**src/rtl/tsfr_pkg.sv**
```systemverilog
`timescale 1ns / 1ps

package tsfr_pkg;

  localparam int FRAME_LENGTH_DEFAULT = 10;
  localparam int QUEUE_DEPTH          = 2;

  localparam int BYTE_W  = 8;
  localparam int VALUE_W = 16;
  localparam int POS_W   = 4;
  localparam int CFG_IDX_W  = 3;
  localparam int CFG_DATA_W = 16;

  localparam logic [POS_W-1:0] POS_HEADER_FIRST  = 4'd0;
  localparam logic [POS_W-1:0] POS_HEADER_SECOND = 4'd1;
  localparam logic [POS_W-1:0] POS_HEADER_THIRD  = 4'd2;
  localparam logic [POS_W-1:0] POS_FIRST_HIGH    = 4'd3;
  localparam logic [POS_W-1:0] POS_FIRST_LOW     = 4'd4;
  localparam logic [POS_W-1:0] POS_SECOND_HIGH   = 4'd5;
  localparam logic [POS_W-1:0] POS_SECOND_LOW    = 4'd6;

  typedef enum logic [CFG_IDX_W-1:0] {
    CFG_HEADER_FIRST  = 3'd0,
    CFG_HEADER_SECOND = 3'd1,
    CFG_HEADER_THIRD  = 3'd2,
    CFG_FIRST_MIN     = 3'd3,
    CFG_FIRST_MAX     = 3'd4,
    CFG_SECOND_MIN    = 3'd5,
    CFG_SECOND_MAX    = 3'd6
  } cfg_index_t;

  localparam logic [BYTE_W-1:0]  RESET_HEADER_FIRST  = 8'd35;
  localparam logic [BYTE_W-1:0]  RESET_HEADER_SECOND = 8'd38;
  localparam logic [BYTE_W-1:0]  RESET_HEADER_THIRD  = 8'd114;
  localparam logic [VALUE_W-1:0] RESET_FIRST_MIN     = 16'd240;
  localparam logic [VALUE_W-1:0] RESET_FIRST_MAX     = 16'd300;
  localparam logic [VALUE_W-1:0] RESET_SECOND_MIN    = 16'd10;
  localparam logic [VALUE_W-1:0] RESET_SECOND_MAX    = 16'd4000;

  typedef struct packed {
    logic [BYTE_W-1:0] first;
    logic [BYTE_W-1:0] second;
    logic [BYTE_W-1:0] third;
  } headers_t;

  typedef struct packed {
    logic [VALUE_W-1:0] first_min;
    logic [VALUE_W-1:0] first_max;
    logic [VALUE_W-1:0] second_min;
    logic [VALUE_W-1:0] second_max;
  } limits_t;

  typedef struct packed {
    logic [VALUE_W-1:0] first_value;
    logic [VALUE_W-1:0] second_value;
  } frame_t;

endpackage

```
**src/rtl/tsfr_front.sv**
```systemverilog
`timescale 1ns / 1ps

module tsfr_front #(
  parameter int FRAME_LENGTH = tsfr_pkg::FRAME_LENGTH_DEFAULT
) (
  input  logic                           clk,
  input  logic                           rst_n,
  input  logic                           accept,
  input  logic [tsfr_pkg::BYTE_W-1:0]    rx_byte,
  input  tsfr_pkg::headers_t             headers,
  output logic                           push,
  output tsfr_pkg::frame_t               push_frame
);

  localparam logic [tsfr_pkg::POS_W-1:0] LAST_POS = tsfr_pkg::POS_W'(FRAME_LENGTH - 1);

  logic [tsfr_pkg::POS_W-1:0]   pos_r, pos_nxt;
  logic [tsfr_pkg::BYTE_W-1:0]  sum_r, sum_nxt;
  logic [tsfr_pkg::VALUE_W-1:0] first_r, first_nxt;
  logic [tsfr_pkg::VALUE_W-1:0] second_r, second_nxt;
  logic                         push_nxt;

  always_comb begin
    pos_nxt    = pos_r;
    sum_nxt    = sum_r;
    first_nxt  = first_r;
    second_nxt = second_r;
    push_nxt   = 1'b0;
    if (accept) begin
      priority if (pos_r >= LAST_POS) begin
        push_nxt = (sum_r == rx_byte);
        pos_nxt  = '0;
        sum_nxt  = '0;
      end else if ((pos_r == tsfr_pkg::POS_HEADER_FIRST  && rx_byte != headers.first)  ||
                   (pos_r == tsfr_pkg::POS_HEADER_SECOND && rx_byte != headers.second) ||
                   (pos_r == tsfr_pkg::POS_HEADER_THIRD  && rx_byte != headers.third)) begin
        pos_nxt = '0;
        sum_nxt = '0;
      end else begin
        sum_nxt = (pos_r == tsfr_pkg::POS_HEADER_FIRST) ? rx_byte : sum_r + rx_byte;
        pos_nxt = pos_r + 1'b1;
        if (pos_r == tsfr_pkg::POS_FIRST_HIGH)  first_nxt  = {rx_byte, first_r[7:0]};
        if (pos_r == tsfr_pkg::POS_FIRST_LOW)   first_nxt  = {first_r[15:8], rx_byte};
        if (pos_r == tsfr_pkg::POS_SECOND_HIGH) second_nxt = {rx_byte, second_r[7:0]};
        if (pos_r == tsfr_pkg::POS_SECOND_LOW)  second_nxt = {second_r[15:8], rx_byte};
      end
    end
  end

  assign push                    = push_nxt;
  assign push_frame.first_value  = first_r;
  assign push_frame.second_value = second_r;

  always_ff @(posedge clk) begin
    if (!rst_n) begin
      pos_r    <= '0;
      sum_r    <= '0;
      first_r  <= '0;
      second_r <= '0;
    end else begin
      pos_r    <= pos_nxt;
      sum_r    <= sum_nxt;
      first_r  <= first_nxt;
      second_r <= second_nxt;
    end
  end

endmodule

```
**src/rtl/tsfr_queue.sv**
```systemverilog
`timescale 1ns / 1ps

module tsfr_queue #(
  parameter int DEPTH = tsfr_pkg::QUEUE_DEPTH
) (
  input  logic             clk,
  input  logic             rst_n,
  input  logic             push,
  input  tsfr_pkg::frame_t push_frame,
  input  logic             pop,
  output logic             full,
  output logic             head_valid,
  output tsfr_pkg::frame_t head_frame
);

  localparam int PTR_W = (DEPTH > 1) ? $clog2(DEPTH) : 1;
  localparam int CNT_W = $clog2(DEPTH + 1);
  localparam logic [PTR_W-1:0] LAST_SLOT = PTR_W'(DEPTH - 1);
  localparam logic [CNT_W-1:0] FULL_COUNT = CNT_W'(DEPTH);

  tsfr_pkg::frame_t  slot_r [DEPTH];
  logic [PTR_W-1:0]  wr_ptr_r, rd_ptr_r;
  logic [CNT_W-1:0]  count_r;
  logic              do_push, do_pop;

  assign full       = (count_r == FULL_COUNT);
  assign head_valid = (count_r != '0);
  assign head_frame = slot_r[rd_ptr_r];
  assign do_push    = push && !full;
  assign do_pop     = pop && head_valid;

  always_ff @(posedge clk) begin
    if (do_push) begin
      slot_r[wr_ptr_r] <= push_frame;
    end
  end

  always_ff @(posedge clk) begin
    if (!rst_n) begin
      wr_ptr_r <= '0;
      rd_ptr_r <= '0;
      count_r  <= '0;
    end else begin
      if (do_push) begin
        wr_ptr_r <= (wr_ptr_r == LAST_SLOT) ? '0 : wr_ptr_r + 1'b1;
      end
      if (do_pop) begin
        rd_ptr_r <= (rd_ptr_r == LAST_SLOT) ? '0 : rd_ptr_r + 1'b1;
      end
      if (do_push && !do_pop) begin
        count_r <= count_r + 1'b1;
      end else if (do_pop && !do_push) begin
        count_r <= count_r - 1'b1;
      end
    end
  end

endmodule

```
**src/rtl/tsfr_back.sv**
```systemverilog
`timescale 1ns / 1ps

module tsfr_back (
  input  logic                           clk,
  input  logic                           rst_n,
  input  logic                           head_valid,
  input  tsfr_pkg::frame_t               head_frame,
  input  tsfr_pkg::limits_t              limits,
  output logic                           pop,
  output logic                           out_valid,
  input  logic                           out_stall,
  output logic [tsfr_pkg::VALUE_W-1:0]   out_first_value,
  output logic [tsfr_pkg::VALUE_W-1:0]   out_second_value,
  output logic                           out_in_range
);

  logic                         out_valid_r;
  logic [tsfr_pkg::VALUE_W-1:0] first_r, second_r;
  logic                         range_r;
  logic                         range_nxt;

  assign pop = head_valid && (!out_valid_r || !out_stall);

  assign range_nxt = (head_frame.first_value  >= limits.first_min)  &&
                     (head_frame.first_value  <= limits.first_max)  &&
                     (head_frame.second_value >= limits.second_min) &&
                     (head_frame.second_value <= limits.second_max);

  always_ff @(posedge clk) begin
    if (pop) begin
      first_r  <= head_frame.first_value;
      second_r <= head_frame.second_value;
      range_r  <= range_nxt;
    end
  end

  always_ff @(posedge clk) begin
    if (!rst_n) begin
      out_valid_r <= 1'b0;
    end else if (pop) begin
      out_valid_r <= 1'b1;
    end else if (!out_stall) begin
      out_valid_r <= 1'b0;
    end
  end

  assign out_valid        = out_valid_r;
  assign out_first_value  = first_r;
  assign out_second_value = second_r;
  assign out_in_range     = range_r;

endmodule

```
**src/rtl/tagged_sensor_frame_receiver.sv**
```systemverilog
`timescale 1ns / 1ps

// Receives one serial byte a word and looks for frames of FRAME_LENGTH bytes that open
// with three configured header bytes and close with a mod-256 sum of the bytes before
// it. Each frame with a good checksum gives one result word: the big-endian values of
// bytes 3-4 and 5-6 and a flag that both lie inside their inclusive limits. A byte is
// taken every cycle while in_stall is low; the result word follows the checksum byte
// through a two-entry queue and then the output register. in_stall rises only while
// that queue is full, which takes a result side stalled for two frames or more.

module tagged_sensor_frame_receiver #(
  parameter int FRAME_LENGTH = tsfr_pkg::FRAME_LENGTH_DEFAULT
) (
  input  logic                                clk,
  input  logic                                rst_n,
  input  logic                                in_valid,
  output logic                                in_stall,
  input  logic [tsfr_pkg::BYTE_W-1:0]         in_rx_byte,
  output logic                                out_valid,
  input  logic                                out_stall,
  output logic [tsfr_pkg::VALUE_W-1:0]        out_first_value,
  output logic [tsfr_pkg::VALUE_W-1:0]        out_second_value,
  output logic                                out_in_range,
  input  logic                                cfg_wr_en,
  input  logic [tsfr_pkg::CFG_IDX_W-1:0]      cfg_index,
  input  logic [tsfr_pkg::CFG_DATA_W-1:0]     cfg_wdata
);

  tsfr_pkg::headers_t headers_r;
  tsfr_pkg::limits_t  limits_r;
  tsfr_pkg::frame_t   push_frame, head_frame;
  logic               accept, push, pop, full, head_valid;

  always_ff @(posedge clk) begin
    if (!rst_n) begin
      headers_r.first   <= tsfr_pkg::RESET_HEADER_FIRST;
      headers_r.second  <= tsfr_pkg::RESET_HEADER_SECOND;
      headers_r.third   <= tsfr_pkg::RESET_HEADER_THIRD;
      limits_r.first_min  <= tsfr_pkg::RESET_FIRST_MIN;
      limits_r.first_max  <= tsfr_pkg::RESET_FIRST_MAX;
      limits_r.second_min <= tsfr_pkg::RESET_SECOND_MIN;
      limits_r.second_max <= tsfr_pkg::RESET_SECOND_MAX;
    end else if (cfg_wr_en) begin
      unique case (cfg_index)
        tsfr_pkg::CFG_HEADER_FIRST:  headers_r.first  <= cfg_wdata[7:0];
        tsfr_pkg::CFG_HEADER_SECOND: headers_r.second <= cfg_wdata[7:0];
        tsfr_pkg::CFG_HEADER_THIRD:  headers_r.third  <= cfg_wdata[7:0];
        tsfr_pkg::CFG_FIRST_MIN:     limits_r.first_min  <= cfg_wdata;
        tsfr_pkg::CFG_FIRST_MAX:     limits_r.first_max  <= cfg_wdata;
        tsfr_pkg::CFG_SECOND_MIN:    limits_r.second_min <= cfg_wdata;
        tsfr_pkg::CFG_SECOND_MAX:    limits_r.second_max <= cfg_wdata;
        default: ;
      endcase
    end
  end

  assign in_stall = full;
  assign accept   = in_valid && !full;

  tsfr_front #(
    .FRAME_LENGTH(FRAME_LENGTH)
  ) u_front (
    .clk        (clk),
    .rst_n      (rst_n),
    .accept     (accept),
    .rx_byte    (in_rx_byte),
    .headers    (headers_r),
    .push       (push),
    .push_frame (push_frame)
  );

  tsfr_queue #(
    .DEPTH(tsfr_pkg::QUEUE_DEPTH)
  ) u_queue (
    .clk        (clk),
    .rst_n      (rst_n),
    .push       (push),
    .push_frame (push_frame),
    .pop        (pop),
    .full       (full),
    .head_valid (head_valid),
    .head_frame (head_frame)
  );

  tsfr_back u_back (
    .clk              (clk),
    .rst_n            (rst_n),
    .head_valid       (head_valid),
    .head_frame       (head_frame),
    .limits           (limits_r),
    .pop              (pop),
    .out_valid        (out_valid),
    .out_stall        (out_stall),
    .out_first_value  (out_first_value),
    .out_second_value (out_second_value),
    .out_in_range     (out_in_range)
  );

endmodule

```
**config.mk**
```make
export PLATFORM = sky130hd
export DESIGN_NAME = tagged_sensor_frame_receiver
export DESIGN_NICKNAME = d
export VERILOG_FILES = /design/src/rtl/tsfr_pkg.sv /design/src/rtl/tsfr_front.sv /design/src/rtl/tsfr_queue.sv /design/src/rtl/tsfr_back.sv /design/src/rtl/tagged_sensor_frame_receiver.sv
export SDC_FILE = /design/constraint.sdc
export NUM_CORES = 1
export LEC_CHECK = 0
export BUFFER_PORTS_ARGS = -buffer_cell sky130_fd_sc_hd__buf_2
export CAP_MARGIN = 20
export CORE_MARGIN = 5
export CORE_UTILIZATION = 25
export CTS_CLUSTER_SIZE = 40
export DETAILED_ROUTE_END_ITERATION = 16
export PLACE_DENSITY = 0.42
export SYNTH_ARGS = -nofsm -noshare
export SYNTH_HDL_FRONTEND = slang
export SYNTH_SLANG_ARGS = --single-unit
```
**constraint.sdc**
```tcl
create_clock -name clk -period 6.41 [get_ports clk]
set_clock_uncertainty 0.2 [all_clocks]
set_input_delay 0.9615 -clock clk [delete_from_list [all_inputs] [get_ports clk]]
set_output_delay 0.9615 -clock clk [all_outputs]
set_load 0.02 [all_outputs]
```
=== Word level (Yosys, flattened, before mapping) ===
Memories as Yosys holds them, arrays and structs flattened. A register that Yosys moved wholly into a read port is not among the register bits.
Cells that the tools add are included.

* Bits of input ports: 32
* Word-level logic and storage cells: 108
* Flip-flop bits (word level): 170
* Memories: 1
* Output and inout port bits: 35
* Bits in writable memories: 64

* Multiplexer cells: 19
* Magnitude comparators: 5
* Equal/unequal tests: 18
* Bitwise operators: 4
* Add/subtract/negate cells: 6
* Reductions and logical operators: 35

{| class="wikitable"
|+ Memories
! name !! words !! bits a word !! read ports !! clocked after memory_dff !! wr ports !! line !! RTL
|-
| u_queue.slot_r || 2 || 32 || 1 || 1 || 1 || tsfr_queue.sv:21 || <nowiki>tsfr_pkg::frame_t slot_r [DEPTH];</nowiki>
|}

{| class="wikitable"
|+ Operator list
! cell !! number
|-
| 2-to-1 mux 8 bit || 5
|-
| greater-or-equal comparator 16 bit || 2
|-
| <= comparator 16 bit || 2
|-
| inequality test 8 bit || 3
|-
| AND reduction 2 bit || 7
|-
| equality test 4 x 3 -> 1 bit, second input constant || 3
|-
| logical AND 1 bit || 12
|-
| 2-to-1 mux 1 bit || 10
|-
| AND reduction 5 bit || 2
|-
| equality test 3 bit, second input constant || 3
|-
| adder 8 bit || 1
|-
| equality test 4 x 2 -> 1 bit, second input constant || 2
|-
| equality test 8 bit || 1
|-
| 2-to-1 mux 4 bit || 2
|-
| AND reduction 4 bit || 2
|-
| equality test 3 x 2 -> 1 bit, second input constant || 2
|-
| zero test 1 bit || 5
|-
| adder 4 x 1 -> 4 bit, second input constant || 1
|-
| equality test 4 x 1 -> 1 bit, second input constant || 1
|-
| greater-or-equal comparator 4 bit, second input constant || 1
|-
| zero test 4 bit || 1
|-
| 2-to-1 mux 2 bit || 2
|-
| inverter 1 bit || 4
|-
| nonzero test 2 bit || 2
|-
| 8 further kinds || 11
|}

=== Logic depth before layout (Yosys ltp) ===
Gate-level depths: netlist of run 1.

* Depth after elaboration: 9
* Gate-level depth with buffers: 11
* Mapped depth without buffers: 10

=== Hierarchy ===
A second synthesis of run 1 with hierarchy kept.

* Cells, all modules: 1020
* Area total of the unflattened synthesis: 11179.5 um^2

{| class="wikitable"
|+ By module, submodules not included
! module !! area each (um^2) !! instances !! sequential area each (um^2) !! cells an instance
|-
| tagged_sensor_frame_receiver || 3410.8 || 1 || 1761.7 || 328
|-
| tsfr_back || 2647.5 || 1 || 1011.0 || 261
|-
| tsfr_front || 2582.5 || 1 || 880.8 || 306
|-
| tsfr_queue || 2538.7 || 1 || 2021.9 || 125
|}

=== Least setup slack after synthesis of run 1 ===
OpenSTA, ideal clock, no wires.

* Path kind: in2reg
* Start point: in in_rx_byte[2] (netlist bit)
* End point: mem u_queue.slot_r[0][0] (netlist bit) (enable)
* Data required time: 5705 ps
* Arrival: 4954 ps
* Buffers on the path: 0
* Cell stages on the path: 4
* Setup slack: 751 ps
* Setup time: 505 ps
* Cell sequence: ha_1 nor4_1 nand4_1 nor4_1

* Cells in the longest elaborated chain, start to end: 6

{| class="wikitable"
|+ Ends and longest elaborated chain
! what !! line !! RTL
|-
| start: declaration || tagged_sensor_frame_receiver.sv:18 || <nowiki>input logic [tsfr_pkg::BYTE_W-1:0] in_rx_byte,</nowiki>
|-
| equality test 8 bit || tsfr_front.sv:31 || <nowiki>push_nxt = (sum_r == rx_byte);</nowiki>
|-
| 2-to-1 mux 1 bit || tsfr_front.sv:30 || <nowiki>priority if (pos_r >= LAST_POS) begin</nowiki>
|-
| 2-to-1 mux 1 bit || tsfr_front.sv:29 || <nowiki>if (accept) begin</nowiki>
|-
| logical AND 1 bit || tsfr_queue.sv:29 || <nowiki>assign do_push = push && !full;</nowiki>
|-
| 2-to-1 mux 1 bit || tsfr_queue.sv:33 || <nowiki>if (do_push) begin</nowiki>
|-
| 2-to-1 mux 1 bit (not written as such) || tsfr_queue.sv:34 || <nowiki>slot_r[wr_ptr_r] <= push_frame;</nowiki>
|-
| end: declaration || tsfr_queue.sv:21 ||
|}

No other way between the ends.

==> results of run 1 <==
==> critical path, delay by kind of cell, from the launching register on <==
kind            cells  cell delay (ns)
compound gates      5             1.32
buf+inv             1             0.39
mux                 1             0.37
flops               1             0.30
fa+ha+maj           1             0.29
simple gates        2             0.19
==> layer usage <==
| metal | part of all wire (%) | GRT usage [%] |
|---|---|---|
| met5 | 0 | 0 |
| met4 | 1.7 | 2.97 |
| met3 | 3.4 | 1.93 |
| met2 | 48 | 21.6 |
| met1 | 47 | 16.9 |
==> cells in the mapped netlist, drive strengths merged (2+ instances only) <==
cell / n / area, µm²
o211ai: 18 / 135
nor4: 4 / 25.0
nand2: 212 / 801
o21a: 4 / 30.0
mux2: 30 / 338
nand3: 46 / 235
nor3: 11 / 66.3
and2: 5 / 33.8
a221oi: 2 / 35.0
nand3b: 2 / 15.0
nor3b: 3 / 38.8
dfxtp: 138 / 2760
ha: 76 / 951
a21oi: 24 / 120
a22oi: 7 / 52.6
o21ai: 41 / 209
nand4b: 3 / 26.3
nand2b: 6 / 37.5
or3: 2 / 12.5
a21boi: 81 / 608
clkbuf: 31 / 116
a2111oi: 3 / 26.3
nand4: 15 / 93.8
mux2i: 10 / 100
nor2: 20 / 77.6
edfxtp: 97 / 2910
buf: 15 / 115
nor2b: 28 / 175
inv: 71 / 267
xnor2: 27 / 236
a211oi: 5 / 37.5
a21o: 9 / 67.6
xor2: 5 / 43.8
==> power by group through the flow <==
stage	combinational (mW)	sequential [mW]	clock, mW
6_report	0.136	1.57	1.63
2_1_floorplan	0.0869	1.60	0
3_5_place_dp	0.137	1.60	0
3_3_place_gp	0.136	1.60	0
4_1_cts	0.138	1.57	1.69
5_1_grt	0.155	1.57	1.74
==> how the worst min path moves through the flow <==
stage                         startpoint                     to  slack (ns)
CTS                  u_front.first_r[13]  u_queue.slot_r[1][29]        0.26
finish               u_front.first_r[10]  u_queue.slot_r[1][26]        0.26
global route         u_front.first_r[10]  u_queue.slot_r[0][26]        0.28
global placement     u_front.second_r[0]   u_queue.slot_r[0][0]        0.24
detailed placement  u_front.second_r[12]  u_queue.slot_r[0][12]        0.25
floorplan           u_front.second_r[10]  u_queue.slot_r[0][10]        0.23
==> registers in the layout, indices dropped and copies added, names as in the netlist, named ones only <==
name,flops
u_back.out_first_value,16
u_front.first_r,16
u_back.out_in_range,1
u_front.second_r,16
u_queue.rd_ptr_r,1
u_front.sum_r,8
u_queue.slot_r,64
u_queue.wr_ptr_r,1
u_queue.count_r,2
limits_r,64
u_back.out_second_value,16
u_front.pos_r,4
headers_r,24
u_back.out_valid,1
==> area by class of cell <==
cell class	count	area (µm²)	share of cell area [%]
Clock buffer	36	805	6.30
Multi-Input combinational cell	706	4710	36.9
Timing Repair Buffer	76	428	3.35
Sequential cell	235	5680	44.4
Clock inverter	18	155	1.21
Antenna cell	1	2.50	0.0196
Tap cell	585	732	5.73
Inverter	71	267	2.09
==> kinds of logic (layout without fill, tap and decap cells) <==
family	count (synthesis)	count (layout)	synth area share [%]
compound gates	198	198	12.5
xor+xnor	32	32	2.58
fa+ha+maj	77	77	8.93
buf+inv	117	201	4.58
flops	235	235	52.2
mux	40	40	4.03
other cells	0	1	0
simple gates	359	359	15.2
==> impl_metrics.toml, run 1 <==
[outcome]
status = "completed"

[routing]
num_vias = 7511
wl_um = 29800
antenna_left = 0
drc = 0
first_pass_iters = 4
dr.first_iter.drc_count = 339
post_drt_wl_per_cell_um = 17.3
vias_per_cell = 4.35

[pwr]
pwr-share-comb_pct = 4.1
seqPwrFrac_pct = 47.0
clkPwrFrac_pct = 48.9
leakage_nw = 4.69
vdd_drop_max_uv = 225
powerDensity_nw_per_um2 = 261
p_switching_mw = 0.751
finalPower_mw = 3.33
swShare_pct = 22.5
intPower_mw = 2.58

[clock_tree]
insertion_delay_ns = 0.56
numCtsBuffers = 29
path_clk_slew_ns = 0.06
htreeDepth = 1
cts_sinks = 235
cts_setup_buffers = 0
clockBufferDepth = 3
cts_hold_buffers = 0
tritoncts = "built"
ctsResizeCount = 0
cts-root-buf = "clkbuf_16"

[logic_synthesis]
synth_cell_type_count = 54
ys_ff_latch = 235
synth_edf_count = 97
synthCells = 1058
ys_async_sr_fraction_pct = 0
ys_warn_count = 0
synth_nets = 1167
yosysSeqAreaShare_pct = 52.2
syn_avg_cell_area_um2 = 10.3
mappedNetlistArea_um2 = 10900
ys.flop_type = "dfxtp_1"

[sta]
rsz0062_at_grt = "false"
maxSlewViolCount = 0
hold_viol_final = 0
finalWorstSetupSlack_ns = 3.07
fmax_mhz = 300
finalCriticalPeriod_ns = 3.34
timing.final.crit_share_pct = 52.0
max_slew_margin_pct = 43.0
worst_slew_pin_slew_ns = 0.854
setup_viol = 0
setup_tns_ns = 0
hold_ws_ns = 0.257

[grt]
grt_pass1_wl_um = 46800
gr-total-overflow = 0
antenna_found_initial = 1
grt_use_total_pct = 12.6
grt_pass1_vias = 7703
grt_max_degree = 111

[critical_path]
rr_endpoint = "u_back.out_in_range"
crit_end = "u_back.out_in_range"
worstRegToRegCells = 10
critical_path.max_stage_delay_ns = 0.43
critPathKind = "reg2reg"
cp-start-kind = "flop"
cp_max_fo = 32
r2r_slack_ns = 3.07
crit_arrival_ns = 3.42
endpoint_kind = "flop"
required_ns = 6.50
crit_chain = "buf_4 -> mux2i_1 -> ha_1 -> nand2b_1 -> a21o_1 -> a2111oi_0 -> o21ai_0 -> a221oi_1 -> o21a_1 -> nor4_1"
cp_slowest_cell = "a2111oi_0"

[floorplan]
ios = 67
rows = 76
die_h_um = 219
core_um2 = 43100
initial_core_util_pct = 25.2
die_area_um2 = 47800
fp.dieW_um = 219

[finish]
layout_common_cells = "210 x nand2_1, 138 x dfxtp_1, 97 x edfxtp_1"
final_nets = 1228
fin_cells = 1728
drive_gt1_share_pct = 14.6
final_util_pct = 29.7
fillers = 4463
syn_to_final_growth_pct = 17.5
final_area_um2 = 12800
mostFrequentLayoutCell = "nand2_1"

[worst_hold_path]
worstHoldPathType = "reg2reg"
hold_depth = 0

[place]
portBuffers = 66
dp_cells = 1671
gp_routability_congestion = 0.739
place_ws_ns = 2.86
dp_hpwl_um = 21400
dpl_cell_area_um2 = 11800

[job]
cap_violations = 0
Note: power is estimated with default switching activity, not from simulation.
==> run 2, diff against run 1 <==
PLACE_DENSITY = 0.43   (was 0.42)
clock period = 2.8 ns   (was 6.41 ns; I/O delays follow)
==> run 2 against run 1 <==
Wire length increased by 2.1%. Utilization increased by 2.2 points. Maximum frequency increased by 24%. Largest cell class unchanged. Design area increased by 7.6%.
==> impl_metrics.toml, run 2 (synthesis gave the netlist of run 1 again) <==
[routing]
drc = 0
top_layer = "met4"
post_drt_wl_per_cell_um = 16.9
antenna_left = 0
met1_length_um = 14600
num_vias = 7771
route.met2.wl_um = 14400
first_pass_iters = 4
wl_um = 30500
dr.first_iter.drc_count = 371
vias_per_cell = 4.31
met3_length_um = 884

[floorplan]
core_um2 = 43100
fp.dieW_um = 219
ios = 67
die_area_um2 = 47800
initial_core_util_pct = 25.2
die_h_um = 219
rows = 76

[worst_hold_path]
hold_depth = 3
min_from = "cfg_wdata[1]"
worstHoldPathType = "in2reg"
whs_endpoint = "headers_r[17]"

[clock_tree]
path_clk_slew_ns = 0.06
insertion_delay_ns = 0.55
htreeDepth = 1
tritoncts = "built"
clockBufferDepth = 3
numCtsBuffers = 28
cts_sinks = 235
cts-root-buf = "clkbuf_16"

[finish]
mostFrequentLayoutCell = "nand2_1"
diodes = 0
layout_common_cells = "210 x nand2_1, 137 x dfxtp_1, 97 x edfxtp_1"
drive_gt1_share_pct = 21.3
reg.largest.list = "limits_r: 64 flops, u_queue.slot_r: 64 flops, headers_r: 24 flops"
final_nets = 1307
fin_cells = 1805
syn_to_final_growth_pct = 26.4

[grt]
antenna_found_initial = 0
grt_use_total_pct = 12.8
gr-total-overflow = 0
grt_pass1_vias = 8003
grt_max_degree = 76
grt_pass1_wl_um = 47500

[sta]
finalCriticalPeriod_ns = 2.70
hold_ws_ns = 0.0536
fmax_mhz = 371
max_slew_margin_pct = 47.2
setup_viol = 0
hold_viol_final = 0
timing.final.crit_share_pct = 96.4
worst_slew_pin_slew_ns = 0.784
maxSlewViolCount = 0

[place]
portBuffers = 66
gp_routability_congestion = 0.743
dp_hpwl_um = 21500
dp_cells = 1738

[critical_path]
endpoint_kind = "flop"
crit_family = "simple AND/OR/NAND/NOR gates"
crit_chain = "buf_6 -> buf_12 -> mux2_4 -> ha_4 -> nand4_1 -> or3_4 -> a21oi_4 -> nor3_2 -> o21ai_1 -> nor4_2"
required_ns = 2.90
cp_slowest_cell = "or3_4"
cp.depth = 10
worstRegToRegCells = 10
crit_arrival_ns = 2.80
critPathBufInv = 2
r2r_slack_ns = 0.10
critical_path.max_stage_delay_ns = 0.46
rr_endpoint = "u_back.out_in_range"
cp-start-kind = "flop"
cp_max_fo = 8
critPathKind = "reg2reg"

[job]
cap_violations = 0

[pwr]
powerDensity_nw_per_um2 = 555
leakage_nw = 5.12
vdd_drop_max_uv = 355

[outcome]
status = "completed"
[run 2: changes by cell type in the layout (fill, tap and decap cells not counted), moves of 6 or more]
cell / change
clkinv_2: -6
ha_1: -14
buf_12: +6
mux2_4: +12
buf_4: +65
mux2_2: -12
ha_4: +14
dlygate4sd3_1: +9
[run 2: where the power goes]
part	switching [mW]	leakage, nW	internal (mW)
Clock	1.45	0.453	2.22
Combinational	0.226	2.66	0.143
Sequential	0.0154	2.01	3.57
Total	1.70	5.12	5.93
[run 2: what timing repair did]
action / CTS / global route
hold buffers: 9 / 0
setup buffers: 3 / 3
hold endpoints to repair: 30 / 0
gates resized for setup: 33 / 18
setup endpoints to repair: 1 / 1
pin swaps: 6 / 15
[run 2: area by class of cell]
type,count,area (µm²)
clock inverters,13,143
well taps,585,732
inverters,71,267
multi-input cells,706,5030
flip-flops and latches,235,5680
repair buffers,156,1110
clock buffers,39,783
fillers,4431,29300
[run 2: how the worst max path moves through the flow]
| stage | startpoint | end |
|---|---|---|
| 2_1_floorplan | in_rx_byte[0] | u_queue.slot_r[0][0] |
| 3_3_place_gp | flop | u_back.out_in_range |
| 3_5_place_dp | flop | u_back.out_in_range |
| 4_1_cts | flop | u_back.out_in_range |
| 5_1_grt | flop | u_back.out_in_range |
| 6_report | flop | u_back.out_in_range |
[run 2: worst register-to-register path, cell delays in order (launching register included)]
cell     delay, ns
dfxtp_2       0.36
buf_6         0.14
buf_12        0.14
mux2_4        0.33
ha_4          0.27
nand4_1       0.12
or3_4         0.46
a21oi_4       0.16
nor3_2        0.07
o21ai_1       0.16
nor4_2        0.05
[run 2: per-layer routing]
metal / track usage (%) / vias up
met2: 21.6 / 88
met5: 0 / -
met4: 2.34 / 0
met3: 2.04 / 37
met1: 17.6 / 3689
li1: - / 3957
[run 2: stage by stage]
stage / util (%) / setup TNS (ns) / setup WS [ns] / total power [mW] / cell area [µm²]
CTS: 31.6 / 0 / 0.000398 / 7.76 / 13600
finish: 31.9 / 0 / 0.101 / 7.63 / 13700
global route: 31.9 / -0.0220 / -0.0220 / 7.93 / 13700
detailed placement: 28.9 / -0.335 / -0.335 / 4.01 / 12400
floorplan: - / -3.55 / -0.111 / 3.86 / 11000
global placement: 28.9 / -0.308 / -0.308 / 4.01 / 12400
